<file path="src/rtl/bfq_pkg.sv">
// Shared types and constants for the bounded FIFO with membership query.
// No dependencies; imported by the top level.
package bfq_pkg;

    localparam int VALUE_W             = 32;
    localparam int COUNT_FIELD_W       = 5;
    localparam int FUNC_W              = 2;
    localparam int DEFAULT_QUEUE_DEPTH = 16;

    localparam logic [COUNT_FIELD_W-1:0] CAP_RESET = 5'd16;

    // Operation codes carried in the func field.
    localparam logic [FUNC_W-1:0] FUNC_PUSH  = 2'd0;
    localparam logic [FUNC_W-1:0] FUNC_POP   = 2'd1;
    localparam logic [FUNC_W-1:0] FUNC_QUERY = 2'd2;

    typedef struct packed {
        logic [FUNC_W-1:0]         func;
        logic signed [VALUE_W-1:0] item_value;
    } cmd_item_t;

    typedef struct packed {
        logic                      success;
        logic signed [VALUE_W-1:0] popped_value;
        logic [COUNT_FIELD_W-1:0]  entry_count;
        logic                      is_full;
    } rsp_item_t;

endpackage

</file>
<file path="src/rtl/bfq_ram.sv">
// Generic single-write, single-read RAM with a registered read port.
// No package dependencies; used for the queue entry store.
module bfq_ram #(
    parameter int WIDTH = 32,
    parameter int DEPTH = 16,
    parameter int AW    = (DEPTH > 1) ? $clog2(DEPTH) : 1
) (
    input  logic             clk,
    input  logic             we,
    input  logic [AW-1:0]    waddr,
    input  logic [WIDTH-1:0] wdata,
    input  logic             re,
    input  logic [AW-1:0]    raddr,
    output logic [WIDTH-1:0] rdata
);

    logic [WIDTH-1:0] mem [DEPTH];
    logic [WIDTH-1:0] rdata_reg;

    always_ff @(posedge clk)
    begin
        if (we)
        begin
            mem[waddr] <= wdata;
        end
        if (re)
        begin
            rdata_reg <= mem[raddr];
        end
    end

    assign rdata = rdata_reg;

endmodule

</file>
<file path="src/rtl/bounded_fifo_with_membership_query.sv">
// Bounded FIFO of signed 32-bit values with a membership query; top level.
// Depends on bfq_pkg (types, op codes) and bfq_ram (entry store).
//
// A ring of QUEUE_DEPTH entries held in one RAM, with head, tail and count
// registers and a 5-bit capacity register (reset 16; the effective capacity
// is the smaller of it and QUEUE_DEPTH). Each command transfer selects push,
// pop or query and yields exactly one response transfer carrying success,
// the popped value (zero unless a pop succeeded), the count after the
// operation and a full flag. The block takes one command at a time:
// cmd_ready is high only while the sequencer is idle. Push and refused
// operations go straight from idle to the finish step, which loads the
// response register; pop passes through a pop step first, which waits for
// the registered RAM read. A query walks the stored entries from the head
// through the single RAM read port and one shared 32-bit equality compare,
// one entry per cycle, and stops at the first hit, having read from one
// entry up to all stored entries; on an empty queue it goes straight to
// the finish step and issues no read. A finished response waits in
// the output register until taken; the next command can be accepted while
// it waits, and its own response is held until the output register frees.
// Capacity writes are taken at any cycle that cfg_we is high; change it
// only while no command is in flight.
module bounded_fifo_with_membership_query #(
    parameter int QUEUE_DEPTH = bfq_pkg::DEFAULT_QUEUE_DEPTH
) (
    input  logic                                 clk,
    input  logic                                 rst_n,
    input  logic                                 cmd_valid,
    output logic                                 cmd_ready,
    input  bfq_pkg::cmd_item_t                   cmd,
    output logic                                 rsp_valid,
    input  logic                                 rsp_ready,
    output bfq_pkg::rsp_item_t                   rsp,
    input  logic                                 cfg_we,
    input  logic [bfq_pkg::COUNT_FIELD_W-1:0]    cfg_wdata
);

    import bfq_pkg::*;

    localparam int PTR_W = (QUEUE_DEPTH > 1) ? $clog2(QUEUE_DEPTH) : 1;
    localparam int CNT_W = $clog2(QUEUE_DEPTH + 1);
    // Common width for count / capacity compares.
    localparam int EXT_W = (CNT_W > COUNT_FIELD_W) ? CNT_W : COUNT_FIELD_W;

    localparam logic [PTR_W-1:0] LAST_SLOT = PTR_W'(QUEUE_DEPTH - 1);
    localparam logic [EXT_W-1:0] DEPTH_EXT = EXT_W'(QUEUE_DEPTH);

    // Sequencer states.
    localparam logic [1:0] ST_IDLE   = 2'd0;
    localparam logic [1:0] ST_POP    = 2'd1;
    localparam logic [1:0] ST_SCAN   = 2'd2;
    localparam logic [1:0] ST_FINISH = 2'd3;

    logic [1:0]               state_reg, state_next;
    logic [PTR_W-1:0]         head_reg, head_next;
    logic [PTR_W-1:0]         tail_reg, tail_next;
    logic [CNT_W-1:0]         count_reg, count_next;
    logic [COUNT_FIELD_W-1:0] cap_reg;
    logic [PTR_W-1:0]         scan_ptr_reg, scan_ptr_next;
    logic [CNT_W-1:0]         scan_left_reg, scan_left_next;
    logic [VALUE_W-1:0]       value_reg, value_next;
    logic                     pend_success_reg, pend_success_next;
    logic [VALUE_W-1:0]       pend_popped_reg, pend_popped_next;
    rsp_item_t                rsp_reg, rsp_next;
    logic                     rsp_valid_reg, rsp_valid_next;

    logic                     ram_we;
    logic                     ram_re;
    logic [PTR_W-1:0]         ram_raddr;
    logic [VALUE_W-1:0]       ram_rdata;

    logic [EXT_W-1:0]         count_ext;
    logic [EXT_W-1:0]         cap_ext;
    logic [EXT_W-1:0]         cap_eff;
    logic                     push_ok;
    logic                     full_now;
    logic                     hit;
    logic                     cmd_fire;

    function automatic logic [PTR_W-1:0] next_slot(input logic [PTR_W-1:0] p);
        next_slot = (p == LAST_SLOT) ? '0 : p + 1'b1;
    endfunction

    bfq_ram #(
        .WIDTH (VALUE_W),
        .DEPTH (QUEUE_DEPTH),
        .AW    (PTR_W)
    ) u_store (
        .clk   (clk),
        .we    (ram_we),
        .waddr (tail_reg),
        .wdata (value_next),
        .re    (ram_re),
        .raddr (ram_raddr),
        .rdata (ram_rdata)
    );

    // Effective capacity is the smaller of the register and the ring depth.
    assign count_ext = EXT_W'(count_reg);
    assign cap_ext   = EXT_W'(cap_reg);
    assign cap_eff   = (cap_ext > DEPTH_EXT) ? DEPTH_EXT : cap_ext;
    assign push_ok   = (count_ext < cap_eff);
    assign full_now  = (count_ext >= cap_eff);

    // The one shared compare unit: last entry read against the search value.
    assign hit = (ram_rdata == value_reg);

    assign cmd_ready = (state_reg == ST_IDLE);
    assign cmd_fire  = cmd_valid && cmd_ready;

    always_comb
    begin
        state_next        = state_reg;
        head_next         = head_reg;
        tail_next         = tail_reg;
        count_next        = count_reg;
        scan_ptr_next     = scan_ptr_reg;
        scan_left_next    = scan_left_reg;
        value_next        = value_reg;
        pend_success_next = pend_success_reg;
        pend_popped_next  = pend_popped_reg;
        rsp_next          = rsp_reg;
        rsp_valid_next    = rsp_valid_reg && !rsp_ready;
        ram_we            = 1'b0;
        ram_re            = 1'b0;
        ram_raddr         = head_reg;

        case (state_reg)
            ST_IDLE:
            begin
                if (cmd_fire)
                begin
                    value_next        = cmd.item_value;
                    pend_success_next = 1'b0;
                    pend_popped_next  = '0;
                    state_next        = ST_FINISH;
                    case (cmd.func)
                        FUNC_PUSH:
                        begin
                            if (push_ok)
                            begin
                                ram_we            = 1'b1;
                                tail_next         = next_slot(tail_reg);
                                count_next        = count_reg + 1'b1;
                                pend_success_next = 1'b1;
                            end
                        end
                        FUNC_POP:
                        begin
                            // Read the head now; data lands next cycle.
                            if (count_reg != '0)
                            begin
                                ram_re     = 1'b1;
                                head_next  = next_slot(head_reg);
                                count_next = count_reg - 1'b1;
                                state_next = ST_POP;
                            end
                        end
                        FUNC_QUERY:
                        begin
                            // Issue the first read at the head, then walk.
                            if (count_reg != '0)
                            begin
                                ram_re         = 1'b1;
                                scan_ptr_next  = next_slot(head_reg);
                                scan_left_next = count_reg - 1'b1;
                                state_next     = ST_SCAN;
                            end
                        end
                        default:
                        begin
                            // Unused code: no operation, report state only.
                        end
                    endcase
                end
            end
            ST_POP:
            begin
                pend_success_next = 1'b1;
                pend_popped_next  = ram_rdata;
                state_next        = ST_FINISH;
            end
            ST_SCAN:
            begin
                if (hit)
                begin
                    pend_success_next = 1'b1;
                    state_next        = ST_FINISH;
                end
                else if (scan_left_reg == '0)
                begin
                    state_next = ST_FINISH;
                end
                else
                begin
                    // Advance to the next stored entry.
                    ram_re         = 1'b1;
                    ram_raddr      = scan_ptr_reg;
                    scan_ptr_next  = next_slot(scan_ptr_reg);
                    scan_left_next = scan_left_reg - 1'b1;
                end
            end
            ST_FINISH:
            begin
                // Hold until the output register is free or being drained.
                if (!rsp_valid_reg || rsp_ready)
                begin
                    rsp_next.success      = pend_success_reg;
                    rsp_next.popped_value = pend_popped_reg;
                    rsp_next.entry_count  = count_ext[COUNT_FIELD_W-1:0];
                    rsp_next.is_full      = full_now;
                    rsp_valid_next        = 1'b1;
                    state_next            = ST_IDLE;
                end
            end
            default:
            begin
                state_next = ST_IDLE;
            end
        endcase
    end

    always_ff @(posedge clk or negedge rst_n)
    begin
        if (!rst_n)
        begin
            state_reg     <= ST_IDLE;
            head_reg      <= '0;
            tail_reg      <= '0;
            count_reg     <= '0;
            cap_reg       <= CAP_RESET;
            rsp_valid_reg <= 1'b0;
        end
        else
        begin
            state_reg     <= state_next;
            head_reg      <= head_next;
            tail_reg      <= tail_next;
            count_reg     <= count_next;
            rsp_valid_reg <= rsp_valid_next;
            if (cfg_we)
            begin
                cap_reg <= cfg_wdata;
            end
        end
    end

    always_ff @(posedge clk)
    begin
        scan_ptr_reg     <= scan_ptr_next;
        scan_left_reg    <= scan_left_next;
        value_reg        <= value_next;
        pend_success_reg <= pend_success_next;
        pend_popped_reg  <= pend_popped_next;
        rsp_reg          <= rsp_next;
    end

    assign rsp_valid = rsp_valid_reg;
    assign rsp       = rsp_reg;

    // A response only appears out of the finish step.
    a_rsp_from_finish: assert property (@(posedge clk) disable iff (!rst_n)
        $rose(rsp_valid_reg) |-> $past(state_reg == ST_FINISH))
        else $error("response raised outside finish step");

    // The ring never holds more than its depth.
    a_count_bound: assert property (@(posedge clk) disable iff (!rst_n)
        count_reg <= CNT_W'(QUEUE_DEPTH))
        else $error("entry count above queue depth");

    // An accepted push below capacity adds exactly one entry at the tail.
    a_push_grows: assert property (@(posedge clk) disable iff (!rst_n)
        (cmd_fire && cmd.func == FUNC_PUSH && push_ok)
        |=> (count_reg == $past(count_reg) + 1'b1)
            && (tail_reg == next_slot($past(tail_reg))))
        else $error("push did not advance tail and count");

    // The walk never issues more reads than entries stored.
    a_scan_bound: assert property (@(posedge clk) disable iff (!rst_n)
        (state_reg == ST_SCAN) |-> (scan_left_reg < count_reg))
        else $error("query walk overran stored entries");

    // Pop leaves head and count changed only when the queue was non-empty.
    a_pop_empty: assert property (@(posedge clk) disable iff (!rst_n)
        (cmd_fire && cmd.func == FUNC_POP && count_reg == '0)
        |=> $stable(head_reg) && (count_reg == '0))
        else $error("pop on empty queue changed state");

endmodule

</file>
<file path="config.mk">
export PLATFORM = sky130hd
export DESIGN_NAME = bounded_fifo_with_membership_query
export DESIGN_NICKNAME = d
export VERILOG_FILES = /design/src/rtl/bfq_pkg.sv /design/src/rtl/bfq_ram.sv /design/src/rtl/bounded_fifo_with_membership_query.sv
export SDC_FILE = /design/constraint.sdc
export NUM_CORES = 1
export LEC_CHECK = 0
export BUFFER_PORTS_ARGS = -buffer_cell sky130_fd_sc_hd__buf_2
export CORE_MARGIN = 2
export CORE_UTILIZATION = 55
export CTS_BUF_LIST = sky130_fd_sc_hd__clkbuf_4 sky130_fd_sc_hd__clkbuf_8
export DETAILED_ROUTE_END_ITERATION = 6
export HOLD_SLACK_MARGIN = 0.05
export PLACE_DENSITY = 0.72
export REMOVE_ABC_BUFFERS = 1
export SLEW_MARGIN = 5
export SYNTH_ARGS = -nofsm -noshare
export SYNTH_HDL_FRONTEND = slang
export SYNTH_HIERARCHICAL = 1
export SYNTH_SLANG_ARGS = --single-unit
</file>
<file path="constraint.sdc">
create_clock -name clk -period 6.3 [get_ports clk]
set_input_delay 0.945 -clock clk [delete_from_list [all_inputs] [get_ports clk]]
set_output_delay 0.945 -clock clk [all_outputs]
set_load 0.01 [all_outputs]
</file>
# Yosys cells after proc, flatten, opt, wreduce, memory -nomap -nowiden
# Memory sizes are Yosys's and may differ from the RTL's. A register that Yosys moved wholly into a read port is not among the register bits.
# Index checks and enable logic that the tools add are counted.
[totals]
romBits = 0
inputBits = 44
ff_bits = 134
mem_count = 1
mem_bits_rw = 512
out_inout_bits = 41
word_cells = 116
latch_bits = 0
[mem_list]
columns = ["name", "depth", "word_bits", "rd", "rd_ports_with_merged_regs", "wr", "line_no", "source"]
rows = [
  ["u_store.mem", 16, 32, 1, 1, 1, "bfq_ram.sv:17", "logic [WIDTH-1:0] mem [DEPTH];"],
]
[op_classes]
magnitude_cmp = 3
muxes = 50
reduce_logical = 22
eq_ne = 19
shifts = 0
n_mul = 0
div_mod_pow = 0
addsub = 6
n_bitwise = 0
[op_table]
columns = ["cell", "n"]
rows = [
  ["$mux W32", 3],
  ["$pmux W32 S2", 1],
  ["$mux W4", 11],
  ["$mux W5", 7],
  ["$eq A32 B32 Y1", 1],
  ["$pmux W5 S2", 2],
  ["$mux W1", 16],
  ["$add A4 B1 Y4 const B", 3],
  ["$eq A4 B4 Y1 const B", 3],
  ["$ne A2 B2 Y1 const B", 6],
  ["$mux W2", 5],
  ["$sub A5 B1 Y5 const B", 2],
  ["$pmux W2 S4", 1],
  ["$pmux W4 S2", 1],
  ["$reduce_and A4 Y1", 2],
  ["$eq A2 B2 Y1 const B", 3],
  ["$ne A2 B1 Y1 const B", 3],
  ["$reduce_and A3 Y1", 2],
  ["$reduce_and A6 Y1", 1],
  ["$reduce_bool A2 Y1", 3],
  ["$add A5 B1 Y5 const B", 1],
  ["$ge A5 B5 Y1", 1],
  ["$gt A5 B5 Y1 const B", 1],
  ["$logic_not A5 Y1", 1],
  ["other kinds (15)", 20],
]

# Logic depth before layout (Yosys ltp)
# Gate-level depths: netlist of the first run.
[logic_depth]
word_depth = 9
mapped_depth = 10
ltp_nobuf = 8

# By module
# The synthesis of the first run kept the hierarchy.
[by_module_without_submodules]
columns = ["mod", "area_per_inst_um2", "cells_each", "seq_area_each_um2", "n_inst"]
rows = [
  ["bfq_ram", 20155.6, 838, 16335.7, 1],
  ["bounded_fifo_with_membership_query", 5741.8, 411, 3599.7, 1],
]

# Worst setup path before layout of the first run
# Ideal clock, no wire load.
[synth_path]
kind = "register -> register"
from = "reg cap_reg[4] (netlist: cap_ext[4])"
to = "mem u_store.mem[0][0], enable pin"
arrival_ns = 4.403
slack_ns = 1.436
setup_time_ns = 0.461
required_time_ns = 5.839
path_buffers = 1
stages_incl_launch_ff = 10
synth_period_minus_slack_ns = 4.864
path_cell_list = "dfstp_2 inv_1 nand2_1 ha_1 a21o_1 a21oi_1 and4b_1 clkbuf_1 or3b_2 nor3_1"
[synth_between]
elab_chain_len = 9
[synth_rtl]
columns = ["element", "line_no", "source"]
rows = [
  ["start: declaration", "bounded_fifo_with_membership_query.sv:57", "logic [COUNT_FIELD_W-1:0] cap_reg;"],
  ["start signal: assignment", "bounded_fifo_with_membership_query.sv:242", "cap_reg <= cfg_wdata;"],
  ["$gt A5 B5 Y1", "bounded_fifo_with_membership_query.sv:100", "assign cap_eff = (cap_ext > DEPTH_EXT) ? DEPTH_EXT : cap_ext;"],
  ["$mux W5 (*)", "bounded_fifo_with_membership_query.sv:100", ""],
  ["$lt A5 B5 Y1 (*)", "bounded_fifo_with_membership_query.sv:101", "assign push_ok = (count_ext < cap_eff);"],
  ["$mux W1 (*)", "bounded_fifo_with_membership_query.sv:139", "if (push_ok)"],
  ["$mux W1 (*)", "bounded_fifo_with_membership_query.sv:136", "case (cmd.func)"],
  ["$mux W1 (*)", "bounded_fifo_with_membership_query.sv:130", "if (cmd_fire)"],
  ["$mux W1 (*)", "bounded_fifo_with_membership_query.sv:127", "case (state_reg)"],
  ["via ram_we", "bounded_fifo_with_membership_query.sv:66", "logic ram_we;"],
  ["$mux W1 (*)", "bfq_ram.sv:22", "if (we)"],
  ["$mux W1 (implied by the code) (*)", "bfq_ram.sv:24", "mem[waddr] <= wdata;"],
  ["end: declaration", "bfq_ram.sv:17", ""],
]
# Mark *: on every way through the listed nets, which the timed path passes. The rest lies on a longest branch.

# Final worst setup path of the first run
[layout_path]
from = "reg u_store.rdata_reg[29] (netlist: u_store/rdata[29]), read port of u_store.mem"
to = "reg u_store.rdata_reg[15] (netlist: u_store/rdata[15]), read port of u_store.mem, data pin"
[layout_between]
elab_chain_len = 3
elab_cells_between_ends = 5
classes_between = "eq/ne (1); mux (4)"
[layout_rtl]
columns = ["element", "line_no", "source"]
rows = [
  ["start: declaration", "bfq_ram.sv:18", "logic [WIDTH-1:0] rdata_reg;"],
  ["$eq A32 B32 Y1", "bounded_fifo_with_membership_query.sv:105", "assign hit = (ram_rdata == value_reg);"],
  ["$mux W4", "bounded_fifo_with_membership_query.sv:184", "if (hit)"],
  ["$mux W4", "bounded_fifo_with_membership_query.sv:127", ""],
  ["via ram_raddr[0]", "bounded_fifo_with_membership_query.sv:68", "logic [PTR_W-1:0] ram_raddr;"],
]
# The timed path passes the listed nets, and every way through them passes these cells.
# A chain may end at the register's enable or synchronous reset.

==> results of run 1 <==
## how the worst max path moves through the flow
stage                                 start                end  slack (ps)  depth (start not counted)
final                     u_store/rdata[29]  u_store/rdata[15]        1600                          9
after global routing      u_store/rdata[18]   u_store/rdata[6]        1340                          9
after CTS                 u_store/rdata[29]   u_store/rdata[7]        1420                          9
after detailed placement  u_store/rdata[29]   u_store/rdata[7]        1450                          9
after global placement    u_store/rdata[18]   u_store/rdata[7]        1530                          9
after floorplan                   cmd_valid  u_store/mem[0][0]        1010                          4
## synthesized netlist by cell type (2+ instances only)
library cell,count,area [um2]
nand4_1,2,12.5
o211ai_1,2,15.0
mux4_2,128,2880
xnor2_1,7,61.3
o21bai_1,2,15.0
buf_1,10,37.5
a31oi_1,5,31.3
mux2i_1,3,30.0
xor2_1,40,350
nand3b_1,3,22.5
ha_1,21,263
o2111ai_1,2,17.5
a21oi_1,9,45.0
edfxtp_1,625,18800
nand2b_1,5,31.3
buf_4,10,75.1
nand3_1,7,35.0
mux2_4,4,60.1
a31o_2,2,17.5
and2_1,34,213
a22oi_1,64,480
a21o_1,2,15.0
inv_1,12,45.0
o21ai_0,9,45.0
clkbuf_1,28,105
nor2_1,22,82.6
dfrtp_1,20,500
nor4_1,8,50.1
nand2_1,50,188
nor2b_1,8,50.1
nor3_1,10,50.1
mux2_2,43,484
buf_2,7,35.0
dfxtp_1,32,641
## final cells by class
cell class | count | area, um2
fill | 3154 | 16900
multi-input combinational | 504 | 5820
sequential | 678 | 19900
tap | 607 | 759
timing repair buffer | 116 | 686
clock inverter | 29 | 333
clock buffer | 172 | 2050
inverter | 12 | 45.0
## layer usage
metal | vias to the layer above | wire length [um]
met5 | - | 13
met4 | 2 | 1240
met3 | 103 | 4980
met2 | 643 | 26400
met1 | 6746 | 23800
li1 | 5447 | -
## through the flow
| stage | area [um2] | setup WS [ps] | util [%] | hold WS [ps] |
|---|---|---|---|---|
| floorplan | 25600 | 1010 | - | 400 |
| global placement | 27200 | 1530 | 58.5 | 401 |
| detailed placement | 27200 | 1450 | 58.5 | 405 |
| CTS | 29600 | 1420 | 63.7 | 194 |
| global route | 29600 | 1340 | 63.7 | 228 |
| finish | 29600 | 1600 | 63.7 | 212 |
## kinds of logic (layout without fill, tap and decap cells)
logic type               Yosys count  in the layout  share of synthesized area [%]
AO/OA/AOI/OAI                    104            104                           2.90
XOR/XNOR                          47             47                           1.59
AND/OR/NAND/NOR                  154            154                           3.02
buffers and inverters             67            329                           1.15
adder cells (fa/ha/maj)           21             21                           1.01
multiplexers                     178            178                           13.3
flip-flops                       678            678                           77.0
## power by group through the flow
stage               Combinational (W)  Sequential (W)  Clock (W)
global route                  0.00486         0.00668    0.00429
finish                        0.00450         0.00662    0.00403
floorplan                     0.00310         0.00666          0
CTS                           0.00455         0.00663    0.00409
detailed placement            0.00454         0.00671          0
global placement              0.00442         0.00669          0
==> impl_metrics.tcl, run 1 <==
set metrics [dict create \
    end_kind "flip-flop" \
    cpMaxStageDelayCell "nor4_1" \
    clkPwrFrac_pct 26.6 \
    cts_tree "yes" \
    grt_max_degree 103 \
    io_pins 85 \
    combPwrFrac_pct 29.7 \
    hold_path_class "in2async" \
    ys.flop_type "edfxtp_1" \
    p_switching_w 0.00465 \
    p_per_area_nw_per_um2 511 \
    internal_power_w 0.0105 \
    rows 79 \
    start_util_pct 55.6 \
    grt_use_total_pct 23.3 \
    root_buffer "clkbuf_8" \
    place.gp.congestion 0.770 \
    critical_path_arrival_ps 5120 \
    syn_area_um2 25900 \
    num_antenna_cells 0 \
    syn_area_per_cell_um2 20.7 \
    globalRouteOverflowTotal 0 \
    final_cell_mix "edfxtp_1, mux4_2, clkbuf_8" \
    p_leak_nw 9.99 \
    grt_pass1_vias 13129 \
    via_per_inst 6.11 \
    routedWlPerCell_um 26.7 \
    largest_register_ffs 512 \
    drive_gt1_share_pct 33.9 \
    crit_required_ps 6720 \
    tns_ps 0 \
    cts-htree-levels 3 \
    vdd_drop_max_v 0.000406 \
    layout_min_cycle_time_ps 4700 \
    cts_buffer_depth 3 \
    finalSetupViolCount 0 \
    crit_fanout 57 \
    ys_seq_elements 678 \
    yosysWarnings 6 \
    cp-start-kind "flip-flop" \
    die_area_um2 48800 \
    place_inst 1917 \
    clk_pin_slew_ps 70 \
    async_flop_share_pct 3.10 \
    seqPwrFrac_pct 43.7 \
    grt_pass1_wl_um 83700 \
    cts.sinks 678 \
    die_x_um 221 \
    fin_crit_sh_pct 74.6 \
    slew_headroom_pct 32.2 \
    stdcell_count 2118 \
    fmax_ghz 0.213 \
    use_met2_pct 35.8 \
    clk-insertion-delay-late_ps 700 \
    die_h_um 221 \
    grt_antenna_before_repair 3 \
    critPathKind "reg2reg" \
    grt.met1_usage_pct 34.3 \
    yosysUniqueCellTypes 47 \
    syn-instance-count 1249 \
    busiest_layer "met2" \
    reg2reg_setup_slack_ps 1600 \
    drt_iter0_markers 1513 \
    slew_viol_final 0 \
    post_cts_buffers 0 \
    finalClockSkew_ps 36.0 \
    cap_viol_max_count 0 \
    rsz0062_at_grt "no" \
    grt_use_met3_pct 4.50 \
    r2r_start "u_store/rdata[29]" \
    finalWirelength_um 56400 \
    yosysSeqAreaShare_pct 77.0 \
    hold_violations 0 \
    route.detailed.drc 0 \
    antenna_left 0 \
    cp_slowest_stage_delay_ps 860 \
    worstPathCellList "xor2_1 -> nor4_1 -> nand4_1 -> o211a_4 -> mux2_8 -> buf_4 -> mux4_2 -> a22oi_1 -> nand2_1" \
    numCtsBuffers 107 \
    reg2reg_depth 9 \
    area_delta_synth_final_pct 14.4 \
    cts_resized 0 \
    core_area_um2 46600 \
    crit_family "simple AND/OR/NAND/NOR gates" \
    portBuffers 84 \
    nets 1484 \
    run_status "finished, final reports clean" \
    mostFrequentLayoutCell "edfxtp_1" \
    timing.rr.end "u_store/rdata[15]" \
    place_hpwl_um 30700 \
    holdBufCountCts 0 \
    drtPass1Iterations 5 \
    power_w 0.0152 \
    synth_edf_count 625 \
    tightest_slew_ps 1010 \
    vias 12941 \
    path_buf_inv 1 \
    switching_share_pct 30.7 \
]
No activity file was read; power rests on OpenSTA's default activity.
==> inputs of run 2 (changes only) <==
==> constraint.sdc (replaced) <==
create_clock -name clk -period 4.55 [get_ports clk]
set_input_delay 0.6825 -clock clk [delete_from_list [all_inputs] [get_ports clk]]
set_output_delay 0.6825 -clock clk [all_outputs]
set_load 0.01 [all_outputs]
==> run 2 against run 1 <==
Effect of this change: hold slack improved by 22 ps; critical endpoint is now u_store/rdata[31]; global-route usage is 0.63 points higher; sequential share of layout area decreased by 0.34 points; clock skew shrank 14 ps.
==> impl_metrics.tcl, run 2 (synthesis results as in run 1) <==
set metrics [dict create \
    hold_violations 0 \
    worst_slack_ps 602 \
    nets 1500 \
    final_util_pct 64.0 \
    fin_crit_sh_pct 86.8 \
    grt_max_degree 37 \
    clk_pin_slew_ps 60 \
    cts-htree-levels 3 \
    critPathKind "reg2reg" \
    cap_viol_max_count 0 \
    tightest_slew_ps 1000 \
    clk-insertion-delay-late_ps 690 \
    layout_min_cycle_time_ps 3950 \
    worstPathCellList "xor2_1 -> nor4_1 -> nand4_1 -> buf_4 -> o211a_4 -> mux2_8 -> buf_12 -> buf_12 -> mux4_2 -> a22oi_1 -> nand2_1" \
    holdWs_ps 234 \
    die_area_um2 48800 \
    fin_area_um2 29800 \
    finalClockSkew_ps 22.1 \
    end_kind "flip-flop" \
    grt_pass1_wl_um 85300 \
    tns_ps 0 \
    crit_path_frequent_cell "buf_12" \
    slew_viol_final 0 \
    rows 79 \
    post-place-ws_ps 464 \
    p_leak_nw 10.0 \
    via_per_inst 6.06 \
    mostFrequentLayoutCell "edfxtp_1" \
    num_antenna_cells 0 \
    grt_pass1_vias 13275 \
    final_cell_mix "edfxtp_1, mux4_2, clkbuf_8" \
    p_per_area_nw_per_um2 702 \
    die_x_um 221 \
    slew_headroom_pct 33.2 \
    die_h_um 221 \
    place_hpwl_um 31100 \
    cts_tree "yes" \
    hold_path_class "in2reg" \
    place_area_um2 27600 \
    cp_slowest_stage_delay_ps 750 \
    crit_required_ps 4970 \
    crit_fanout 14 \
    vdd_drop_max_v 0.000463 \
    drt_iter0_markers 1662 \
    core_area_um2 46600 \
    cts_resized 0 \
    cts.sinks 678 \
    root_buffer "clkbuf_8" \
    route.detailed.drc 0 \
    globalRouteOverflowTotal 0 \
    start_util_pct 55.6 \
    critical_path_arrival_ps 4370 \
    drive_gt1_share_pct 33.8 \
    cpMaxStageDelayCell "nor4_1" \
    antenna_left 0 \
    grt_antenna_before_repair 1 \
    routedWlPerCell_um 27.0 \
    numCtsBuffers 104 \
    area_delta_synth_final_pct 15.0 \
    place.gp.congestion 0.780 \
    cts_buffer_depth 3 \
    io_pins 85 \
    portBuffers 84 \
    fmax_ghz 0.253 \
    finalWirelength_um 57600 \
    finalSetupViolCount 0 \
    drtPass1Iterations 7 \
    rsz0062_at_grt "no" \
    grt_use_total_pct 24.0 \
    vias 12910 \
    cp-start-kind "flip-flop" \
    largest_register_ffs 512 \
    run_status "finished, final reports clean" \
]
[run 2: cell types whose count changed in the layout (fill, tap and decap cells not counted), sizes merged]
cell / before / now
clkinvlp: 4 / 3
clkinv: 16 / 35
buf: 116 / 134
clkbuf: 172 / 154
dlygate4sd3: 0 / 1
inv: 14 / 13
bufinv: 7 / 3
[run 2: what timing repair did]
item | 4_1_cts | 5_1_grt
hold endpoints to repair | 20 | 0
setup buffers | 0 | 0
hold buffers | 1 | 0
[run 2: path summary, 6_finish.rpt]
kind                                endpoint          startpoint  depth (start not counted)  slack, ps
setup / recovery           u_store/rdata[31]   u_store/rdata[14]                         11        600
hold / removal                    cap_ext[4]        cfg_wdata[4]                          3        230
max in group asynchronous         cap_ext[4]               rst_n                          2       3660
setup reg to reg           u_store/rdata[31]   u_store/rdata[14]                         11        600
min in group asynchronous       count_ext[1]               rst_n                          2        520
hold reg to reg                      rsp[10]  pend_popped_reg[4]                          0        410
[run 2: power breakdown]
part / switching, W / internal (W)
Sequential: 0.000477 / 0.00872
Clock: 0.00230 / 0.00288
Combinational: 0.00372 / 0.00281
Total: 0.00650 / 0.0144
[run 2: area by class of cell]
| type | instances | area, um2 |
|---|---|---|
| flip-flops and latches | 678 | 19900 |
| fillers | 3084 | 16800 |
| multi-input cells | 504 | 5820 |
| clock buffers | 154 | 1920 |
| repair buffers | 135 | 1030 |
| well taps | 607 | 759 |
| clock inverters | 42 | 274 |
| inverters | 12 | 45.0 |
[run 2: routing by layer]
metal	wire (um)	track usage, %
met5	0	0
met4	1100	7.84
met3	4840	4.54
met2	27700	37.3
met1	24000	34.8
[run 2: metrics by stage]
step | power (W) | cells
2_1_floorplan | 0.0135 | 1194
3_3_place_gp | 0.0157 | 1935
3_5_place_dp | 0.0159 | 1935
4_1_cts | 0.0211 | 2132
5_1_grt | 0.0219 | 2132
6_report | 0.0209 | 2132
[run 2: worst max-delay path, delay by kind of cell (launching register included)]
kind | cells | cell delay (ps)
buffers and inverters | 3 | 590
DFF | 1 | 460
and+or+nand+nor | 3 | 1010
xor gates and xnor gates | 1 | 190
muxes | 2 | 890
AOI/OAI and AO/OA | 2 | 540
==> inputs of run 3 (changes only) <==
--- a/config.mk
+++ b/config.mk
@@ -5,13 +5,13 @@
 export SDC_FILE = /design/constraint.sdc
 export NUM_CORES = 1
 export LEC_CHECK = 0
+export ABC_AREA = 1
 export BUFFER_PORTS_ARGS = -buffer_cell sky130_fd_sc_hd__buf_2
 export CORE_MARGIN = 2
-export CORE_UTILIZATION = 55
+export CORE_UTILIZATION = 30
 export CTS_BUF_LIST = sky130_fd_sc_hd__clkbuf_4 sky130_fd_sc_hd__clkbuf_8
 export DETAILED_ROUTE_END_ITERATION = 6
 export HOLD_SLACK_MARGIN = 0.05
-export PLACE_DENSITY = 0.72
 export REMOVE_ABC_BUFFERS = 1
 export SLEW_MARGIN = 5
 export SYNTH_ARGS = -nofsm -noshare
==> run 3 against run 2 <==
Effect of this change: final cell count is 99% higher; maximum frequency is 6.8% higher; combinational power is 33% higher; global-route usage is 9.1 points lower; die area is 100% higher; first-iteration DRC count stayed put; clock-buffer cell count is 4 higher; hold slack worse by 35 ps; setup slack better by 250 ps; critical path type unchanged; largest power group unchanged.
==> impl_metrics.tcl, run 3 <==
set metrics [dict create \
    run_status "finished, final reports clean" \
    clk_pin_slew_ps 50 \
    yosysSeqAreaShare_pct 68.6 \
    synth_area_leader_cell "edfxtp_1" \
    p_switching_w 0.00924 \
    die_area_um2 99300 \
    die_x_um 315 \
    grt_antenna_before_repair 5 \
    start_util_pct 30.2 \
    antenna_left 0 \
    routedWlPerCell_um 17.4 \
    rows 114 \
    cts-htree-levels 3 \
    slew_viol_final 0 \
    p_per_area_nw_per_um2 697 \
    drt_iter0_markers 1662 \
    syn-instance-count 2728 \
    mostFrequentLayoutCell "nand2_1" \
    root_buffer "clkbuf_8" \
    grt_pass1_wl_um 112000 \
    cp-start-kind "flip-flop" \
    slew_headroom_pct 24.9 \
    portBuffers 84 \
    ys.flop_type "edfxtp_1" \
    largest_register_ffs 512 \
    core_area_um2 96300 \
    finalClockSkew_ps 38.9 \
    layout_min_cycle_time_ps 3700 \
    route.detailed.drc 0 \
    syn_area_per_cell_um2 10.6 \
    combPwrFrac_pct 37.4 \
    grt_pass1_vias 18132 \
    post_cts_buffers 0 \
    finalWirelength_um 73900 \
    crit_required_ps 4940 \
    final_cell_mix "nand2_1, edfxtp_1, inv_1" \
    globalRouteOverflowTotal 0 \
    internal_power_w 0.0140 \
    io_pins 85 \
    cts.sinks 678 \
    cap_viol_max_count 0 \
    place_hpwl_um 42200 \
    finalSetupViolCount 0 \
    clk-insertion-delay-late_ps 730 \
    tightest_slew_ps 1120 \
    switching_share_pct 39.8 \
    ys_seq_elements 678 \
    yosysUniqueCellTypes 44 \
    place_inst 4025 \
    synth_top_area_share_pct 64.6 \
    critical_path_arrival_ps 4090 \
    drive_gt1_share_pct 12.4 \
    cts_buffer_depth 3 \
    fin_crit_sh_pct 81.2 \
    yosysMostFrequentCell "nand2_1" \
    synthTopCellsByArea "edfxtp_1, nand2_1, nand3_1" \
    via_per_inst 4.44 \
    area_delta_synth_final_pct 14.7 \
    fin_area_um2 33300 \
    die_h_um 315 \
    nets 2929 \
    clkPwrFrac_pct 23.0 \
    yosysWarnings 6 \
    grt_max_degree 130 \
    hold_path_class "in2reg" \
    async_flop_share_pct 3.10 \
    fmax_ghz 0.271 \
    seqPwrFrac_pct 39.6 \
    stdcell_count 4237 \
    end_kind "flip-flop" \
    yosys-top-cells-count "nand2_1, edfxtp_1, inv_1" \
    drtPass1Iterations 7 \
    rsz0062_at_grt "no" \
    syn_area_um2 29000 \
    hold_violations 0 \
    tns_ps 0 \
    cts_tree "yes" \
    critPathKind "reg2reg" \
    synth_edf_count 625 \
    place.gp.congestion 0.768 \
    grt_use_total_pct 14.9 \
    numCtsBuffers 112 \
    vias 18793 \
    p_leak_nw 14.1 \
    crit_fanout 16 \
    place_area_um2 31100 \
    vdd_drop_max_v 0.000869 \
]
## run 3: cell count changes after synthesis, sizes merged, moves of 33 or more
cell | previous run | this run
nand3 | 7 | 401
and2 | 34 | 0
nand2 | 50 | 900
mux2 | 47 | 3
mux4 | 128 | 0
inv | 12 | 473
buf | 27 | 102
xor2 | 40 | 7
a22oi | 64 | 0
## run 3: cell type report
cell class / instances / area [um2]
fillers: 9565 / 63000
flip-flops and latches: 678 / 19900
multi-input cells: 1457 / 6720
clock buffers: 158 / 1900
inverters: 474 / 1790
well taps: 1276 / 1600
repair buffers: 141 / 1040
clock inverters: 52 / 322
diodes: 1 / 2.50
## run 3: worst paths after layout
| check | cells after the start | endpoint | start | slack (ps) |
|---|---|---|---|---|
| setup / recovery | 12 | u_store/mem[10][24] | cap_ext[1] | 850 |
| hold / removal | 3 | cap_ext[0] | cfg_wdata[0] | 200 |
| setup reg to reg | 12 | u_store/mem[10][24] | cap_ext[1] | 850 |
| hold reg to reg | 0 | rsp[9] | pend_popped_reg[3] | 400 |
| max in group asynchronous | 2 | cap_ext[4] | rst_n | 3680 |
| min in group asynchronous | 2 | head_reg[3] | rst_n | 480 |
## run 3: worst max-delay path: stages (launching register included)
cell	delay, ps
dfrtp_1	390
o41ai_1	490
nand2_1	140
ha_1	320
nand2_2	80
o21bai_2	100
nand2_1	70
nor2_2	150
nand2_4	130
nor2_8	170
nand3b_1	320
nor2_4	680
buf_4	340
## run 3: metal layers
metal	up-vias	GRT usage, %	part of all wire (%)
met2	597	23.5	46
met4	4	4.52	1.9
li1	9103	-	-
met5	-	0	0.035
met3	100	2.93	6.5
met1	8989	20.6	45
## run 3: through the flow
step           setup slack [ps]  util (%)  hold slack (ps)  power, W
6_report                    854      34.6              199    0.0232
5_1_grt                     605      34.6              149    0.0247
4_1_cts                     778      34.6              127    0.0234
3_5_place_dp                829      32.3              405    0.0180
3_3_place_gp                862      32.3              401    0.0179
2_1_floorplan             -9380         -              387    0.0142
## run 3: timing repair
| item | 4_1_cts | 5_1_grt |
|---|---|---|
| endpoints found under the hold margin | 20 | 0 |
| hold buffers | 1 | 0 |
| gates resized for setup | 0 | 0 |
## run 3: cell families after synthesis
kind of cell / Yosys count / share of synthesized area [%]
AND/OR/NAND/NOR: 1347 / 19.4
flip-flops: 678 / 68.6
buffers and inverters: 593 / 8.85
AO/OA/AOI/OAI: 48 / 0.926
XOR/XNOR: 37 / 1.12
adder cells (fa/ha/maj): 21 / 0.905
multiplexers: 4 / 0.151
## run 3: power by group through the flow
stage | registers (W) | logic [W] | clock network (W)
global placement | 0.00931 | 0.00864 | 0
global route | 0.00927 | 0.00968 | 0.00573
CTS | 0.00920 | 0.00876 | 0.00546
finish | 0.00919 | 0.00868 | 0.00533
floorplan | 0.00917 | 0.00500 | 0
detailed placement | 0.00931 | 0.00872 | 0
